===== config.mk =====
export PLATFORM = sky130hd
export DESIGN_NAME = hdt_controller
export DESIGN_NICKNAME = d
export VERILOG_FILES = /design/src/hdt_pkg.sv /design/src/hdt_controller.sv
export SDC_FILE = /design/constraint.sdc
export NUM_CORES = 1
export LEC_CHECK = 0
export ABC_AREA = 1
export BUFFER_PORTS_ARGS = -buffer_cell sky130_fd_sc_hd__buf_2
export CORE_AREA = 10 10 47 49
export DETAILED_ROUTE_END_ITERATION = 8
export DIE_AREA = 0 0 57 59
export RECOVER_POWER = 25
export SLEW_MARGIN = 0
export SYNTH_ARGS = -nofsm -noshare
export SYNTH_HDL_FRONTEND = slang
export SYNTH_SLANG_ARGS = --single-unit

===== constraint.sdc =====
create_clock -name clk -period 1.07 [get_ports clk]
set_input_delay 0.1605 -clock clk [delete_from_list [all_inputs] [get_ports clk]]
set_output_delay 0.1605 -clock clk [all_outputs]
set_load 0.01 [all_outputs]

===== src/hdt_pkg.sv =====
// Package for the double-hashing hash table engine.
// Holds the payload structs, operation and status codes, and the controller/datapath link.
// No dependencies.
package hdt_pkg;

	// Default sizes handed to the top-level parameters.
	localparam int TABLE_LOG2_DEF = 7;
	localparam int KEY_BITS_DEF   = 32;
	localparam int VALUE_BITS_DEF = 32;

	// Fixed field widths on the ports.
	localparam int IN_KEY_W    = 32;
	localparam int IN_VALUE_W  = 32;
	localparam int SLOT_W      = 7;
	localparam int OUT_VALUE_W = 32;
	localparam int COUNT_W     = 8;

	// The probe stride ((key & 0xf0) >> 6) | 1 depends only on this key bit.
	localparam int STRIDE_KEY_BIT = 7;

	typedef enum logic [1:0] {
		OP_INSERT = 2'd0,
		OP_LOOKUP = 2'd1,
		OP_ERASE  = 2'd2,
		OP_UNUSED = 2'd3
	} op_t;

	typedef enum logic [2:0] {
		ST_OK   = 3'd0,
		ST_DUP  = 3'd1,
		ST_MISS = 3'd2,
		ST_FULL = 3'd3,
		ST_RSVD = 3'd4
	} status_t;

	typedef struct packed {
		op_t                   op;
		logic [IN_KEY_W-1:0]   key;
		logic [IN_VALUE_W-1:0] value;
	} cmd_t;

	typedef struct packed {
		status_t                status;
		logic [SLOT_W-1:0]      slot;
		logic [OUT_VALUE_W-1:0] value_out;
		logic [COUNT_W-1:0]     entry_count;
	} result_t;

	// Which result the datapath captures when an operation ends.
	typedef enum logic [2:0] {
		RES_RSVD,
		RES_MISS,
		RES_FULL,
		RES_DONE,
		RES_DUP,
		RES_FOUND
	} res_sel_t;

	typedef enum logic [1:0] {
		S_IDLE,
		S_PROBE,
		S_VREAD,
		S_RESULT
	} state_t;

	// Commands from the controller to the datapath.
	typedef struct packed {
		logic     load;
		logic     advance;
		logic     ins_write;
		logic     erase;
		logic     val_read;
		logic     res_load;
		res_sel_t res_sel;
	} ctl_cmd_t;

	// Status from the datapath to the controller.
	typedef struct packed {
		logic new_rsvd;
		op_t  new_op;
		op_t  op;
		logic hit;
		logic empty;
		logic last;
	} ctl_sts_t;

endpackage


===== src/hdt_controller.sv =====
// Controller state machine of the hash table engine: steps the probe sequence and
// decides how each operation ends.
// Depends on hdt_pkg.
module hdt_controller (
	input  logic              clk,
	input  logic              arst_n,
	input  logic              start,
	input  hdt_pkg::ctl_sts_t sts,
	output hdt_pkg::ctl_cmd_t ctl,
	output logic              busy,
	output logic              done
);
	import hdt_pkg::*;

	state_t state_q;
	state_t state_nx;

	// State register.
	always_ff @(posedge clk or negedge arst_n) begin
		if (!arst_n) begin
			state_q <= S_IDLE;
		end else begin
			state_q <= state_nx;
		end
	end

	// Next state and datapath commands.
	always_comb begin
		state_nx    = state_q;
		ctl         = '0;
		ctl.res_sel = RES_MISS;
		done        = 1'b0;
		unique case (state_q)
			S_IDLE: begin
				if (start) begin
					if (sts.new_rsvd) begin
						ctl.res_load = 1'b1;
						ctl.res_sel  = RES_RSVD;
						state_nx     = S_RESULT;
					end else if (sts.new_op == OP_UNUSED) begin
						ctl.res_load = 1'b1;
						ctl.res_sel  = RES_MISS;
						state_nx     = S_RESULT;
					end else begin
						ctl.load = 1'b1;
						state_nx = S_PROBE;
					end
				end
			end
			S_PROBE: begin
				// The key read for the current slot is on hand; stop here or read the next slot.
				unique case (sts.op)
					OP_INSERT: begin
						if (sts.hit) begin
							ctl.res_load = 1'b1;
							ctl.res_sel  = RES_DUP;
							state_nx     = S_RESULT;
						end else if (sts.empty) begin
							ctl.ins_write = 1'b1;
							ctl.res_load  = 1'b1;
							ctl.res_sel   = RES_DONE;
							state_nx      = S_RESULT;
						end else if (sts.last) begin
							ctl.res_load = 1'b1;
							ctl.res_sel  = RES_FULL;
							state_nx     = S_RESULT;
						end else begin
							ctl.advance = 1'b1;
						end
					end
					OP_LOOKUP: begin
						if (sts.hit) begin
							ctl.val_read = 1'b1;
							state_nx     = S_VREAD;
						end else if (sts.last) begin
							ctl.res_load = 1'b1;
							ctl.res_sel  = RES_MISS;
							state_nx     = S_RESULT;
						end else begin
							ctl.advance = 1'b1;
						end
					end
					OP_ERASE: begin
						if (sts.hit) begin
							ctl.erase    = 1'b1;
							ctl.res_load = 1'b1;
							ctl.res_sel  = RES_DONE;
							state_nx     = S_RESULT;
						end else if (sts.last) begin
							ctl.res_load = 1'b1;
							ctl.res_sel  = RES_MISS;
							state_nx     = S_RESULT;
						end else begin
							ctl.advance = 1'b1;
						end
					end
					default: begin
						ctl.res_load = 1'b1;
						ctl.res_sel  = RES_MISS;
						state_nx     = S_RESULT;
					end
				endcase
			end
			S_VREAD: begin
				ctl.res_load = 1'b1;
				ctl.res_sel  = RES_FOUND;
				state_nx     = S_RESULT;
			end
			S_RESULT: begin
				done     = 1'b1;
				state_nx = S_IDLE;
			end
			default: begin
				state_nx = S_IDLE;
			end
		endcase
	end

	assign busy = (state_q != S_IDLE);

endmodule


==> results of run 1 <==
-- worst paths after layout --
check,to,slack (ns),start,cells after the start
worst min register to register,state_q[0],0.70,state_q[0],2
max in group asynchronous,state_q[1],0.67,arst_n,2
worst max register to register,state_q[1],-0.09,state_q[0],8
worst min-delay path,state_q[0],0.25,arst_n,2
min in group clk,state_q[1],0.34,start,5
worst max-delay path,ctl[0],-0.39,state_q[0],8
-- cells by family (layout without fill, tap and decap cells) --
logic type	Yosys count	in the layout
AO/OA/AOI/OAI	8	8
flip-flops	2	2
buffers and inverters	19	63
adder cells (fa/ha/maj)	5	5
AND/OR/NAND/NOR	39	39
-- power breakdown --
part / switching [mW] / total [mW] / internal, mW / leakage [nW]
logic: 0.580 / 1.18 / 0.604 / 0.432
registers: 0.0523 / 0.173 / 0.121 / 0.0225
clock network: 0.0513 / 0.176 / 0.124 / 0.0138
-- metal layers --
layer / share of wire, % / track usage (%) / vias to the layer above
li1: - / - / 309
met1: 41 / 7.91 / 245
met2: 50 / 15.2 / 16
met3: 6.4 / 2.79 / 2
met4: 1.7 / 7.72 / 0
met5: 0 / 0 / -
-- area by class of cell --
cell class,count,area (um^2),area share [%]
multi-input combinational,52,348,44.1
timing repair buffer,41,277,35.0
inverter,19,71.3,9.03
sequential,2,51.3,6.50
clock buffer,3,22.5,2.85
tap,16,20.0,2.54
-- what timing repair did --
| item | in CTS | in global routing |
|---|---|---|
| setup endpoints to repair | 12 | 13 |
| resized for setup | 7 | 10 |
| buffers inserted | 3 | 2 |
| endpoints found under the hold margin | 2 | 0 |
| pin swaps | 3 | 1 |
| hold buffers | 1 | 0 |
-- cell usage after synthesis --
master and number:
sky130_fd_sc_hd__a21oi_1 4, sky130_fd_sc_hd__nand2_1 20, sky130_fd_sc_hd__inv_2 3, sky130_fd_sc_hd__nor2_1 6, sky130_fd_sc_hd__nand2_2 1, sky130_fd_sc_hd__nor4_1 1
sky130_fd_sc_hd__dfrtp_1 2, sky130_fd_sc_hd__nor3_1 3, sky130_fd_sc_hd__o21ai_0 3, sky130_fd_sc_hd__nor2_4 1, sky130_fd_sc_hd__nor2_2 2, sky130_fd_sc_hd__nor3_2 1
sky130_fd_sc_hd__ha_1 5, sky130_fd_sc_hd__a41oi_1 1, sky130_fd_sc_hd__inv_1 16, sky130_fd_sc_hd__nand3_1 4
-- metrics by stage --
step | power (mW) | util, % | setup slack (ns)
final | 1.53 | 56.3 | -0.392
after global placement | 1.07 | 48.7 | -0.200
after detailed placement | 1.08 | 48.7 | -0.241
after floorplan | 0.649 | - | -0.0306
after CTS | 1.45 | 54.5 | -0.428
after global routing | 1.68 | 56.3 | -0.497
==> summary by stage, run 1 <==
Layout
The register containing the most flip-flops in the final layout is state_q. Cells with a size suffix above 1 make up 53.8% of the layout. The finished cells cover 790 um^2. The fill cell total of the finished layout is 149. Compared with the post-synthesis result, the final layout area differs by 94.2%. The antenna diode count is 0. After the flow finishes, the layout carries non-filler instances totaling 133. The largest registers in the layout are state_q (2). The library cells used most frequently in the layout, excluding fill and tap cells, are sky130_fd_sc_hd__nand2_1, sky130_fd_sc_hd__buf_2, sky130_fd_sc_hd__buf_4. The register with the most flip-flops in the layout has 2 of them. The layout net count is 135.

STA
In the final timing run, aggregate negative setup slack is -3.45 ns. The hold violation total from the final report is 0. Setup repair after global routing could not meet its margin everywhere. The post-route clock skew is 0.00288 ns. The smallest clock period supported by the final layout is computed as 1.46 ns.

The final number of setup-violating endpoints is 12. Based on the critical path, the design can be clocked at up to 0.684 GHz. The share of the cycle needed by the critical path after routing is 137%. The count of final max-slew check failures is 0. The setup slack of the critical path after layout is -0.392 ns. The relative slew slack is 82.2%. The smallest hold slack is 0.251 ns. For the pin with the worst max-slew slack, the measured transition is 0.264 ns.

Clocking
The tree is rooted in a sky130_fd_sc_hd__clkbuf_4. Clock-pin slew was measured on the worst setup and hold paths at 0.03 ns. Clock tree synthesis inserted a total of 3 buffers.

CTS built an H-tree with a depth of 1. The longest clock path from root to sink contains 2 buffers. The sink count of the clock tree is 2. TritonCTS built the clock tree. The clock latency on the worst-skew pair is 0.23 ns.

Place
Detailed placement ended at an HPWL of 1200 um. After detailed placement, the total cell area comes to 682 um^2. The total placed cells including tap cells is 126.

Port buffering added 21 buffers. The final RePlAce weighted congestion is 0.776.

Global routing
The total overflow left after global routing is 0. The global-route usage over all layers is 8.67%. The first global-routing pass estimated 2330 um of wire. The number of global-route vias before repair came to 592. Entering global routing, the biggest net connects 7 pins. The number of antenna violations at the first check in global routing is 0.

Logic synthesis
The xor/xnor cell area share of the yosys netlist is 0%. Summing the areas of all fa, ha and maj instances in the mapped netlist gives 15.4% of the synthesized area. The synthesized cell area is 407 um^2.

The synthesized netlist devotes 10.8% of its cell area to compound gates. After synthesis, the netlist uses 16 different library cells. In the post-synthesis netlist, the biggest area contributors are sky130_fd_sc_hd__nand2_1, sky130_fd_sc_hd__ha_1, sky130_fd_sc_hd__inv_1. By area, the combinational part of the netlist is dominated by simple AND/OR/NAND/NOR gates. The count of synthesis-stage warnings from yosys is 0. The number of nets produced by synthesis is 89. The mux cell area share after synthesis is 0%. Summing the areas of all and, or, nand and nor instances in the mapped netlist gives 44.0% of the synthesized area. The sequential-to-total area share from yosys stat is 12.3%. The gate count after technology mapping is 73. Of the post-synthesis cell area, the dominant cell type holds 18.5%. Of all cell types, the one taking the most synthesized area is sky130_fd_sc_hd__nand2_1. The synthesized flop and latch total is 2.

The synthesized area per cell is 5.57 um^2.

Flow run
Max-cap violations in this run came to 0.

Power and ir drop
The analysis attributes to cell leakage a power of 0.469 nW. The power density over cell area is 1940 nW/um^2. The largest voltage drop on the vdd net is 0.903 mV.

Setup path
The worst setup path is launched from a flip-flop. In this design, the largest share of critical-path delay is due to flip-flops. The arrival time at the worst endpoint is 1.30 ns. The cell that appears most often on the critical path is sky130_fd_sc_hd__inv_2. Of all nets on the critical path, the largest fanout is 4. The start-to-end type of the worst setup path is reg -> out. The critical path goes through inv_2, nor2_4, inv_2, nor2_2, inv_2, nor2_4, a21oi_2, buf_2.

The largest individual stage delay along the critical path comes from the cell sky130_fd_sc_hd__dfrtp_1. The worst setup path is captured at an output port. In this design, the stage delay of the slowest critical-path cell is 0.39 ns. The required time of the critical path is 0.91 ns. The total buffers and inverters traversed by the critical path is 4.

Outcome
The checks that failed: setup timing. The run finished, with violations left.

Detailed routing
For this block, the initial DRC count from the detailed router was 6. The total via count in the routed design is 572. The total iterations of the first detailed-routing run is 4. Summed over all layers, the routed wires come to 1420 um.

For this run, design rule violations remaining after detail routing come to 0. The remaining antenna violation count is 0. The detail-routed via count per cell is 4.30.

The routed wirelength normalized by instance count is 10.6 um.

Floorplanning
For this design the top-level I/O count stands at 22. The total area inside the core boundary comes to 1400 um^2. The row count is 14. The die outline height is 59 um. The chip width is 57 um. The floorplan step defined a die boundary enclosing 3360 um^2. The effective utilization at floorplan is 29.0%.

Worst hold path
The class of the tightest hold or removal check is in -> async.
Power figures use the tool's default switching activity.
==> inputs of run 2 (changes only) <==
- ABC_AREA: 1 -> not set
==> summary by stage, run 2 <==
Clocking
The sink count of the clock tree is 2. CTS built an H-tree with a depth of 1. The library cell used as clock root buffer is sky130_fd_sc_hd__clkbuf_4. The deepest clock path buffer count is 2. In this run, CTS created clock tree buffers numbering 3. The clock-pin slew reported for the worst setup and hold paths after clock tree synthesis is 0.03 ns. TritonCTS built the clock tree. For the worst-skew pair, the clock arrives at the later sink with an insertion delay of 0.23 ns.

Flow run
Across the run, the number of max-cap violations was 0.

Detailed routing
For this run, design rule violations remaining after detail routing come to 0. The total iterations of the first detailed-routing run is 2. For this block, the initial DRC count from the detailed router was 2. The total via count in the routed design is 516. The detail-routed via count per cell is 4.82. In the final routed layout, each cell accounts on average for 13.3 um. In this run the remaining antenna-violating nets after routing total 0. The total wire length is 1420 um.

Logic synthesis
The count of synthesis-stage warnings from yosys is 0. The synthesized netlist contains 28 unique library cells. sky130_fd_sc_hd__ha_1 is the most common cell in the netlist. The number of enable flip-flop cells after synthesis is 0. The commonest cells after synthesis are sky130_fd_sc_hd__ha_1, sky130_fd_sc_hd__inv_1, sky130_fd_sc_hd__a21oi_1, sky130_fd_sc_hd__nor2_1. The number of nets handed over by synthesis was 61.

Of the post-synthesis cell area, the dominant cell type holds 17.1%. In this run, synthesis produced a sequential element count of 2. The biggest area contributor in the post-synthesis netlist is sky130_fd_sc_hd__ha_1. Summing the sequential cell areas from Yosys gives 13.7% of the chip area. In the synthesized netlist, the number of instances is 45.

After synthesis, the mean cell area works out to 8.12 um^2. The proportion of synthesized flip-flops having asynchronous set or reset is 100%. By area the synthesized netlist is led by sky130_fd_sc_hd__ha_1, sky130_fd_sc_hd__dfrtp_1, sky130_fd_sc_hd__o31a_1. Among all flip-flop cells after synthesis, the most frequent one is sky130_fd_sc_hd__dfrtp_1.

In this run the cell area of the synthesized design comes to 365 um^2.

Global routing
The maximum number of pins on one net before global-route repair is 8. The total global routing overflow is 0. The number of antenna violations at the first check in global routing came to 0.

The number of global-route vias before repair is 508. Across every metal layer, demand over resource in global routing totals 8.28%. The first-pass GRT wire length is 2210 um.

Power and ir drop
The standby leakage power is 0.384 nW. The combinational power share is 75.8%. For this design the ratio of total power to cell area is 1920 nW/um^2. The internal power is 0.881 mW. The part of the power in registers is 12.1%.

The largest voltage drop on the vdd net is 1.03 mV. The clock network burns 12.1% of the power. Net switching is 39.7% of the power. The analysis attributes to net switching a power of 0.580 mW.

Layout
The layout net count is 109. The most common cell after layout, fill and taps aside is sky130_fd_sc_hd__buf_4. The flip-flop count of the largest register, all copies and words added is 2. The repair_antennas step left the layout with diodes totalling 0.

The sequential cell area is 51.3 um^2. The fill cell total of the finished layout is 143. Leaving out fill and tap cells, the most frequent cells in the layout are sky130_fd_sc_hd__buf_4, sky130_fd_sc_hd__buf_2, sky130_fd_sc_hd__inv_1, sky130_fd_sc_hd__ha_1. The relative area change from synthesis to final layout is 109%. In the final layout, the registers with the most flip-flops are state_q (2). Cells fill 54.4% of the core in the end.

The finished cells cover 762 um^2. The post-route netlist has 68.1% of its cells at a drive strength greater than 1. More flip-flops sit in one register than any other, and that register is state_q. The multi-input gate area in the final layout is 352 um^2.

STA
Setup repair after global routing could not meet its margin everywhere. The count of final max-slew check failures came to 0. The worst-margin pin slew is 0.342 ns.

Once routing completed, OpenROAD measured the worst setup slack at -0.454 ns. On the final layout, the worst clock skew is 0.00686 ns. The hold violation total from the final report is 0. Derived from the worst setup path, the maximum achievable clock frequency is 0.656 GHz. The share of the cycle needed by the critical path after routing is 142%. The relative slew slack is 76.9%. The smallest clock period supported by the final layout is computed as 1.52 ns. The final number of setup-violating endpoints is 13.

Place
The placed instances occupy a cell area of 636 um^2. The placed wire-length estimate after detailed placement is 1040 um. The number of input and output port buffers inserted is 21. The final RePlAce weighted congestion is 0.799.

Floorplanning
The area of the die is 3360 um^2. The row count is 14. For this configuration, the core starts out at a cell density of 26.1%. The number of I/O pins is 22. The core outline area is 1400 um^2. The die outline height is 59 um. The chip width is 57 um.

Setup path
STA puts the critical path data arrival time at 1.36 ns. The worst setup path is captured at an output port. The required time of the critical path is 0.91 ns. The category of the worst setup path launch point is a flip-flop.

The start-to-end type of the worst setup path is reg -> out. The critical-path maximum fanout is 5.

Outcome
The flow ran to the end, but the final reports show violations. The final reports fail on setup timing.

Worst hold path
The path class of the tightest hold or removal check is in -> reg.
==> run 2: critical path: stages, from the launching register on <==
cell and delay, ns:
sky130_fd_sc_hd__dfrtp_1 0.39, sky130_fd_sc_hd__and2b_4 0.30, sky130_fd_sc_hd__nand2b_4 0.08, sky130_fd_sc_hd__o31a_1 0.23, sky130_fd_sc_hd__buf_2 0.14
==> run 2: final cells by class <==
| type | instances | area share (%) |
|---|---|---|
| multi-input cells | 37 | 46.1 |
| flip-flops and latches | 2 | 6.73 |
| well taps | 16 | 2.63 |
| inverters | 5 | 2.46 |
| clock buffers | 3 | 2.96 |
| repair buffers | 44 | 39.1 |
==> run 2: metrics by stage <==
step	total power, mW	worst slack (ns)	std cells	hold slack (ns)	setup TNS [ns]
global placement	1.03	-0.300	99	-0.0550	-1.97
floorplan	0.583	-0.0832	45	-0.135	-0.206
finish	1.46	-0.454	107	0.240	-4.20
detailed placement	1.04	-0.287	99	-0.0534	-1.94
global route	1.58	-0.517	107	0.237	-5.24
CTS	1.41	-0.464	106	0.226	-4.16
==> run 2: worst paths after layout <==
kind                       startpoint          to  depth (start not counted)  slack, ns
min in group asynchronous      arst_n  state_q[0]                          2       0.25
hold reg to reg            state_q[0]  state_q[0]                          1       0.54
setup reg to reg           state_q[1]  state_q[1]                          6      -0.06
max in group asynchronous      arst_n  state_q[0]                          2       0.69
setup / recovery           state_q[1]      ctl[0]                          4      -0.45
hold / removal                  start  state_q[0]                          2       0.24
==> run 2: metal layers <==
metal | vias to the layer above | track usage [%] | wire length [um]
li1 | 261 | - | -
met1 | 235 | 8.37 | 559
met2 | 18 | 13.2 | 708
met3 | 2 | 3.86 | 136
met4 | 0 | 6.04 | 15
met5 | - | 0 | 0
==> run 2: cells by family (layout without fill, tap and decap cells) <==
family                     after synthesis  in the layout  share of synthesized area [%]
AOI/OAI and AO/OA                       15             15                           29.1
and+or+nand+nor                         17             17                           32.9
buffers and inverters                    6             52                           7.19
DFF                                      2              2                           13.7
adders and majority gates                5              5                           17.1
==> run 2: power groups by stage <==
stage / logic [mW] / clock network (mW) / registers, mW
3_3_place_gp: 0.867 / 0 / 0.166
6_report: 1.11 / 0.176 / 0.177
3_5_place_dp: 0.872 / 0 / 0.167
5_1_grt: 1.19 / 0.201 / 0.187
4_1_cts: 1.05 / 0.188 / 0.174
2_1_floorplan: 0.425 / 0 / 0.158
==> run 2: timing repair <==
action                                 4_1_cts  5_1_grt
resized for setup                           10        4
hold buffers                                 1        0
setup endpoints to repair                   12       13
pin swaps                                    3        1
endpoints found under the hold margin        2        0
setup buffers                                3        1
